`src/qhs_pkg.sv`:
```
// Shared types, constants and helpers for the quintic Hermite segment evaluator.
package qhs_pkg;

    localparam int T_W      = 17;
    localparam int T_FRAC   = 16;
    localparam int P_W      = 31;
    localparam int P_FRAC   = 30;
    localparam int NPOW     = 5;
    localparam int NREG     = 6;
    localparam int REG_W    = 64;
    localparam int COMP_W   = 32;
    localparam int W_W      = 42;
    localparam int MODE_W   = 2;
    localparam int ADDR_W   = 3;

    localparam logic [T_W-1:0] T_ONE   = T_W'(1) << T_FRAC;
    localparam logic [P_W-1:0] Q30_ONE = P_W'(1) << P_FRAC;

    localparam logic [MODE_W-1:0] MODE_POS  = 2'd0;
    localparam logic [MODE_W-1:0] MODE_VEL  = 2'd1;
    localparam logic [MODE_W-1:0] MODE_ACC  = 2'd2;

    localparam logic [ADDR_W-1:0] CFG_START_POS = 3'd0;
    localparam logic [ADDR_W-1:0] CFG_START_VEL = 3'd1;
    localparam logic [ADDR_W-1:0] CFG_START_ACC = 3'd2;
    localparam logic [ADDR_W-1:0] CFG_END_ACC   = 3'd3;
    localparam logic [ADDR_W-1:0] CFG_END_VEL   = 3'd4;
    localparam logic [ADDR_W-1:0] CFG_END_POS   = 3'd5;

    typedef struct packed {
        logic [NPOW-1:0][P_W-1:0] p;
        logic [MODE_W-1:0]        mode;
    } t_pow;

    typedef logic [NREG-1:0][W_W-1:0]   t_wgt;
    typedef logic [NREG-1:0][REG_W-1:0] t_cfg;

    function automatic logic [P_W-1:0] q30_mul(input logic [P_W-1:0] a,
                                               input logic [P_W-1:0] b);
        logic [2*P_W-1:0] m;
        m = ((2*P_W)'(a) * (2*P_W)'(b)) + ((2*P_W)'(1) << (P_FRAC - 1));
        return m[P_FRAC+P_W-1:P_FRAC];
    endfunction

endpackage

```
`src/qhs_powers.sv`:
```
// Pipelined power series of t in Q.30: clamp, then t^2 through t^5.
module qhs_powers (
    input  logic                     i_clk,
    input  logic                     i_rst_n,
    input  logic                     i_valid,
    output logic                     o_ready,
    input  logic [qhs_pkg::T_W-1:0]  i_t,
    input  logic [qhs_pkg::MODE_W-1:0] i_mode,
    output logic                     o_valid,
    input  logic                     i_ready,
    output qhs_pkg::t_pow            o_pow
);
    import qhs_pkg::*;

    localparam int NP = NPOW;

    logic [NP-1:0]    r_vld;
    logic [NP-1:0]    w_en;
    t_pow             r_s [NP];
    t_pow             n_s [NP];
    logic [T_W-1:0]   w_tc;

    always_comb begin
        w_en[NP-1] = !r_vld[NP-1] || i_ready;
        for (int k = NP - 2; k >= 0; k--) begin
            w_en[k] = !r_vld[k] || w_en[k+1];
        end
    end

    always_comb begin
        w_tc = (i_t > T_ONE) ? T_ONE : i_t;
        n_s[0]      = '0;
        n_s[0].mode = i_mode;
        n_s[0].p[0] = P_W'(w_tc) << (P_FRAC - T_FRAC);
        for (int k = 1; k < NP; k++) begin
            n_s[k]      = r_s[k-1];
            n_s[k].p[k] = q30_mul(r_s[k-1].p[k-1], r_s[k-1].p[0]);
        end
    end

    always_ff @(posedge i_clk) begin
        if (!i_rst_n) begin
            r_vld <= '0;
        end else begin
            if (w_en[0]) begin
                r_vld[0] <= i_valid;
            end
            for (int k = 1; k < NP; k++) begin
                if (w_en[k]) begin
                    r_vld[k] <= r_vld[k-1];
                end
            end
        end
    end

    always_ff @(posedge i_clk) begin
        for (int k = 0; k < NP; k++) begin
            if (w_en[k]) begin
                r_s[k] <= n_s[k];
            end
        end
    end

    assign o_ready = w_en[0];
    assign o_valid = r_vld[NP-1];
    assign o_pow   = r_s[NP-1];

`ifndef SYNTHESIS
    a_t_in_range: assert property (@(posedge i_clk) disable iff (!i_rst_n)
        r_vld[0] |-> (r_s[0].p[0] <= Q30_ONE))
        else $error("clamped t exceeds one");

    a_pow_shrinks: assert property (@(posedge i_clk) disable iff (!i_rst_n)
        r_vld[NP-1] |-> (r_s[NP-1].p[4] <= r_s[NP-1].p[3]))
        else $error("t^5 larger than t^4");

    a_stall_holds: assert property (@(posedge i_clk) disable iff (!i_rst_n)
        (r_vld[NP-1] && !i_ready) |=> r_vld[NP-1])
        else $error("stalled request dropped");
`endif

endmodule

```
`config.mk`:
```
export PLATFORM = sky130hd
export DESIGN_NAME = qhs_powers
export DESIGN_NICKNAME = d
export VERILOG_FILES = /design/src/qhs_pkg.sv /design/src/qhs_powers.sv
export SDC_FILE = /design/constraint.sdc
export NUM_CORES = 2
export LEC_CHECK = 0
export BUFFER_PORTS_ARGS = -buffer_cell sky130_fd_sc_hd__clkbuf_2
export CAP_MARGIN = 20
export CORE_UTILIZATION = 44
export CTS_CLUSTER_DIAMETER = 100
export DETAILED_ROUTE_END_ITERATION = 7
export GPL_TIMING_DRIVEN = 1
export MAX_ROUTING_LAYER = met4
export PLACE_DENSITY_LB_ADDON = 0.25
export SLEW_MARGIN = 5
export SYNTH_ARGS = -nofsm -noshare
export SYNTH_HDL_FRONTEND = slang
export SYNTH_SLANG_ARGS = --single-unit
```
`constraint.sdc`:
```
create_clock -name i_clk -period 11.35 [get_ports i_clk]
set_input_delay 1.135 -clock i_clk [delete_from_list [all_inputs] [get_ports i_clk]]
set_output_delay 1.135 -clock i_clk [all_outputs]
set_load 0.02 [all_outputs]
```
**Word level (Yosys, flattened, before mapping)**

Memory sizes are Yosys's and may differ from the RTL's.
Cells that the tools add are included.

- Input bits: 23
- Memories kept: 1
- Bits in writable memories: 785
- Bits in registers: 5
- Output and inout bits: 159

Memories:

| name | depth | bits a word | rd ports | clocked after Yosys merged registers in | write ports | RTL line | RTL |
|---|---|---|---|---|---|---|---|
| r_s | 5 | 157 | 5 | 0 | 5 | qhs_powers.sv:19 | `t_pow r_s [NP];` |

- Magnitude comparators: 1
- $mul: 4
- Mux-type cells: 11
- $add $sub $neg: 4
- Reduce and logical (&&, ||, !) cells: 10

Operator list:

| cell | count |
|---|---|
| adder 61 x 30 -> 61 bit, second input constant | 4 |
| multiplier 31 x 31 -> 61 bit | 4 |
| > comparator 17 bit, second input constant | 1 |
| two-way mux 17 bit | 1 |
| two-way mux 1 bit | 10 |
| logical NOT 1 bit | 5 |
| logical OR 1 bit | 5 |

**Longest topological paths before layout**

- Depth after elaboration: 8
- Mapped depth: 28
- Gate-level depth less buffers: 27

**Least setup slack after synthesis**

No wires, ideal clock.

- Path kind: register -> register
- From: memory r_s[1][51] in the netlist's numbering
- To: memory r_s[2][93] in the netlist's numbering (data pin)
- Data arrival time: 6.702 ns
- Stages on the path, launching flop included: 26
- Clock period less this slack: 6.961 ns
- Required time: 11.091 ns
- Path slack: 4.389 ns
- Cells stage by stage: edfxtp_1 -> clkbuf_1 -> and2_1 -> fa_1 -> inv_1 -> fa_1 -> inv_1 -> fa_1 -> fa_1 -> fa_1 -> inv_1 -> fa_1 -> inv_1 -> ha_1 -> ha_1 -> ha_1 -> a21o_1 -> o21bai_1 -> a31oi_1 -> o21ai_1 -> a221oi_2 -> nand2_1 -> a2111o_1 -> nor4b_1 -> or3_1 -> xor2_1

RTL lines:

| item | RTL line |
|---|---|
| from (decl) | qhs_powers.sv:19 |

==> summary.md <==
| Metric | Value |
|---|---|
| Run status | `complete, no violations` |
| Register area | `12300 sq um` |
| Setup violators final | `0` |
| Share of cells above drive strength 1 | `4.82%` |
| Setup WS pre-CTS | `3.04 ns` |
| #FFs+latches synth | `410` |
| Compound-cell area share of the yosys netlist | `2.44%` |
| Critical path arrival | `8.69 ns` |
| Final Wtd Congestion | `0.882` |
| Final net count | `9993` |
| Max clock buf depth | `3` |
| Final worst-path setup slack | `3.13 ns` |
| Final period util | `72.5%` |
| Area leader, netlist | `fa_1` |
| Final Skew | `0.0502 ns` |
| Predominant post-synthesis flop cell | `edfxtp_1` |
| Post-Route Setup TNS | `0 ns` |
| Post-synthesis cell count | `7508` |
| Reg2Reg Setup Slack | `3.13 ns` |
| Total gr overflow | `0` |
| Top cells by count, synth | `2001 x inv_1, 1492 x fa_1, 927 x ha_1` |
| Worst path buffer plus inverter count | `4` |
| Routed Antenna Nets | `0` |
| RSZ-0062 raised after global routing | `false` |
| Largest family of logic cells by synthesized area | `adder cells` |
| Final std cells w/o fill | `9819` |
| Top cell by count, worst path | `fa_1` |
| Mux cell area share after synthesis | `0.0149%` |
| Area grow syn2layout | `6.86%` |
| Slowest cell on the critical path | `edfxtp_1` |
| Crit Path Max Fanout | `18` |
| Io pins | `182` |
| Mapped Avg Cell Area | `10.0 sq um` |
| Post-synthesis simple-gate area fraction | `13.1%` |
| Synth top area share | `39.7%` |
| # port buffers | `167` |
| Adder-cell share of the synthesized area | `55.1%` |
| Startpoint Class | `flop` |
| Clock Sink Count | `410` |
| Crit. Startpoint | `r_s[3][18]` |
| Post-CTS setup repair buffer count | `0` |
| Post-synthesis sequential area ratio | `16.3%` |
| Pre-antenna DRT Iters | `6` |
| Final min period | `8.22 ns` |
| Filler cells | `15900` |
| WL/cell | `18.5 um` |
| Top-count cell post-synth | `inv_1` |
| Multi-input logic area | `54500 sq um` |
| Drt total wl | `181000 um` |
| Post-cts sizing count | `0` |
| Vias per inst | `5.02` |
| Clock transition at path regs | `0.06 ns` |
| Placed Cells | `9709` |
| CTS tree | `built` |
| Pin count of the biggest net entering global routing | `73` |
| Slowest stage delay, CP | `0.86 ns` |
| Clk Latency, worst-skew pair | `0.71 ns` |
| Hpwl dp | `140000 um` |
| Relative max-transition margin | `25.9%` |
| TritonCTS buffer count | `58` |
| DRC violations left | `0` |
| Starting Density | `44.4%` |
| Final Hold Vio Count | `0` |
| CTS Hold Bufs | `0` |
| Max_cap viols | `0` |
| Crit Path Class | `flop to flop` |
| Hold WC Path Type | `flop to flop` |
| Critical path's top delay family | `adder cells` |
| Die ar. | `173000 sq um` |
| DRT iter0 DRCs | `2574` |
| Critical Path End | `r_s[4][156]` |
| Reg2Reg Depth | `22` |
| DR vias | `49300` |
| Async S/R FF share, synth | `0%` |
| Xor and xnor area share after synthesis | `1.69%` |
| Die height | `416 um` |
| Worst path cell trace | `buf_4, nand2_1, fa_1, fa_1, fa_1, inv_1, fa_1, fa_1, inv_1, fa_1, inv_1, ha_1, ha_1, ha_1, o211ai_1, o31a_1, o21ai_1, o21ai_1, a21oi_1, a211oi_1, o21ba_1, xnor2_1` |
| Die W | `416 um` |
| Synth cell types | `70` |
| H-tree level count | `2` |
| First-pass GRT wire length | `295000 um` |
| Initial antenna violation count | `3` |
| Post-synth EDFFs | `405` |
| Vias in the first global route | `54300` |
| Max Transition Viols Final | `0` |
| R2R Path Start | `r_s[3][18]` |
| WP depth | `22` |
| R2R Path End | `r_s[4][156]` |
| Max Fclk | `0.122 GHz` |
| Setup crit end kind | `flop` |
| Mapped Area | `75300 sq um` |
| Global Route Usage Sum | `22.3%` |
| CTS root buffer | `clkbuf_16` |
| Worst EP required | `11.81 ns` |
| Largest cells by area after synthesis | `fa_1 40%, edfxtp_1 16%, ha_1 15%` |
| Final hold slack | `0.400 ns` |
| Ys Warns | `0` |
| Worst-margin pin slew | `1.11 ns` |
| Core area | `170000 sq um` |
| Row count | `151` |
==> cell families after synthesis <==
logic type	Yosys count
xor gates and xnor gates	145
other	1
muxes	1
adders and majority gates	2419
AOI/OAI and AO/OA	273
buffers and inverters	2280
and+or+nand+nor	1979
DFF	410
==> placed cells by master (no fill, tap or decap), types with 5 or more instances in the layout <==
cell / netlist / layout
inv_1: 2001 / 1999
nor2b_1: 40 / 40
nor2_1: 80 / 80
nand2b_1: 13 / 13
o21ai_1: 14 / 14
clkbuf_16: 0 / 59
ha_1: 927 / 927
a21o_1: 37 / 37
xnor2_1: 104 / 104
conb_1: 1 / 14
clkinvlp_4: 0 / 5
o21ai_0: 28 / 28
a21oi_1: 87 / 87
clkbuf_2: 0 / 167
clkbuf_1: 265 / 7
or2_2: 7 / 7
xor2_1: 41 / 41
a31oi_1: 13 / 13
clkinv_1: 0 / 10
a211oi_1: 9 / 9
bufinv_16: 0 / 6
buf_4: 14 / 82
fa_1: 1492 / 1492
nor3_1: 16 / 16
nand2_1: 919 / 917
o211ai_1: 7 / 7
edfxtp_1: 405 / 405
nand3_1: 22 / 22
nand4_1: 11 / 11
o21bai_1: 14 / 14
and2_1: 828 / 828
inv_6: 0 / 9
o21a_1: 19 / 19
and3_1: 20 / 20
nor4_1: 6 / 6
dfxtp_1: 5 / 5
clkinv_2: 0 / 6
==> routing by layer <==
metal	vias to the layer above	GRT usage, %	part of all wire (%)
met4	0	6.69	3.2
met1	25300	27.6	41
met2	1383	38.4	50
li1	22300	-	-
met5	-	-	0
met3	324	2.37	5.2
==> worst min path at each step <==
stage          startpoint          to  slack, ns  cells past startpoint
2_1_floorplan   r_s[0][0]   r_s[1][0]       0.40                      0
3_3_place_gp    r_s[1][0]   r_s[2][0]       0.40                      0
3_5_place_dp   r_s[2][42]  r_s[3][42]       0.40                      0
4_1_cts        r_s[3][43]  r_s[4][43]       0.40                      0
5_1_grt        r_s[2][56]  r_s[3][56]       0.42                      0
6_report       r_s[3][43]  r_s[4][43]       0.40                      0
==> final cells by class <==
cell class                 instances  area share [%]
sequential                       410            15.2
multi-input combinational       4831            67.7
timing repair buffer             249            1.80
clock buffer                      66            1.87
clock inverter                    43           0.583
antenna                            1         0.00311
inverter                        2001            9.34
tap                             2218            3.45
==> state kept, by name, indices dropped and copies added, names as in the netlist <==
register	flops
r_s	405
r_vld	5
==> per-stage QoR <==
stage	util, %	area (sq um)
2_1_floorplan	-	75400
3_3_place_gp	46.3	78500
3_5_place_dp	46.3	78500
4_1_cts	47.4	80500
5_1_grt	47.4	80500
6_report	47.4	80500
Power is left out: the tool's default activity adds up to more than one toggle a clock period on the data nets, which glitch-free logic cannot reach.
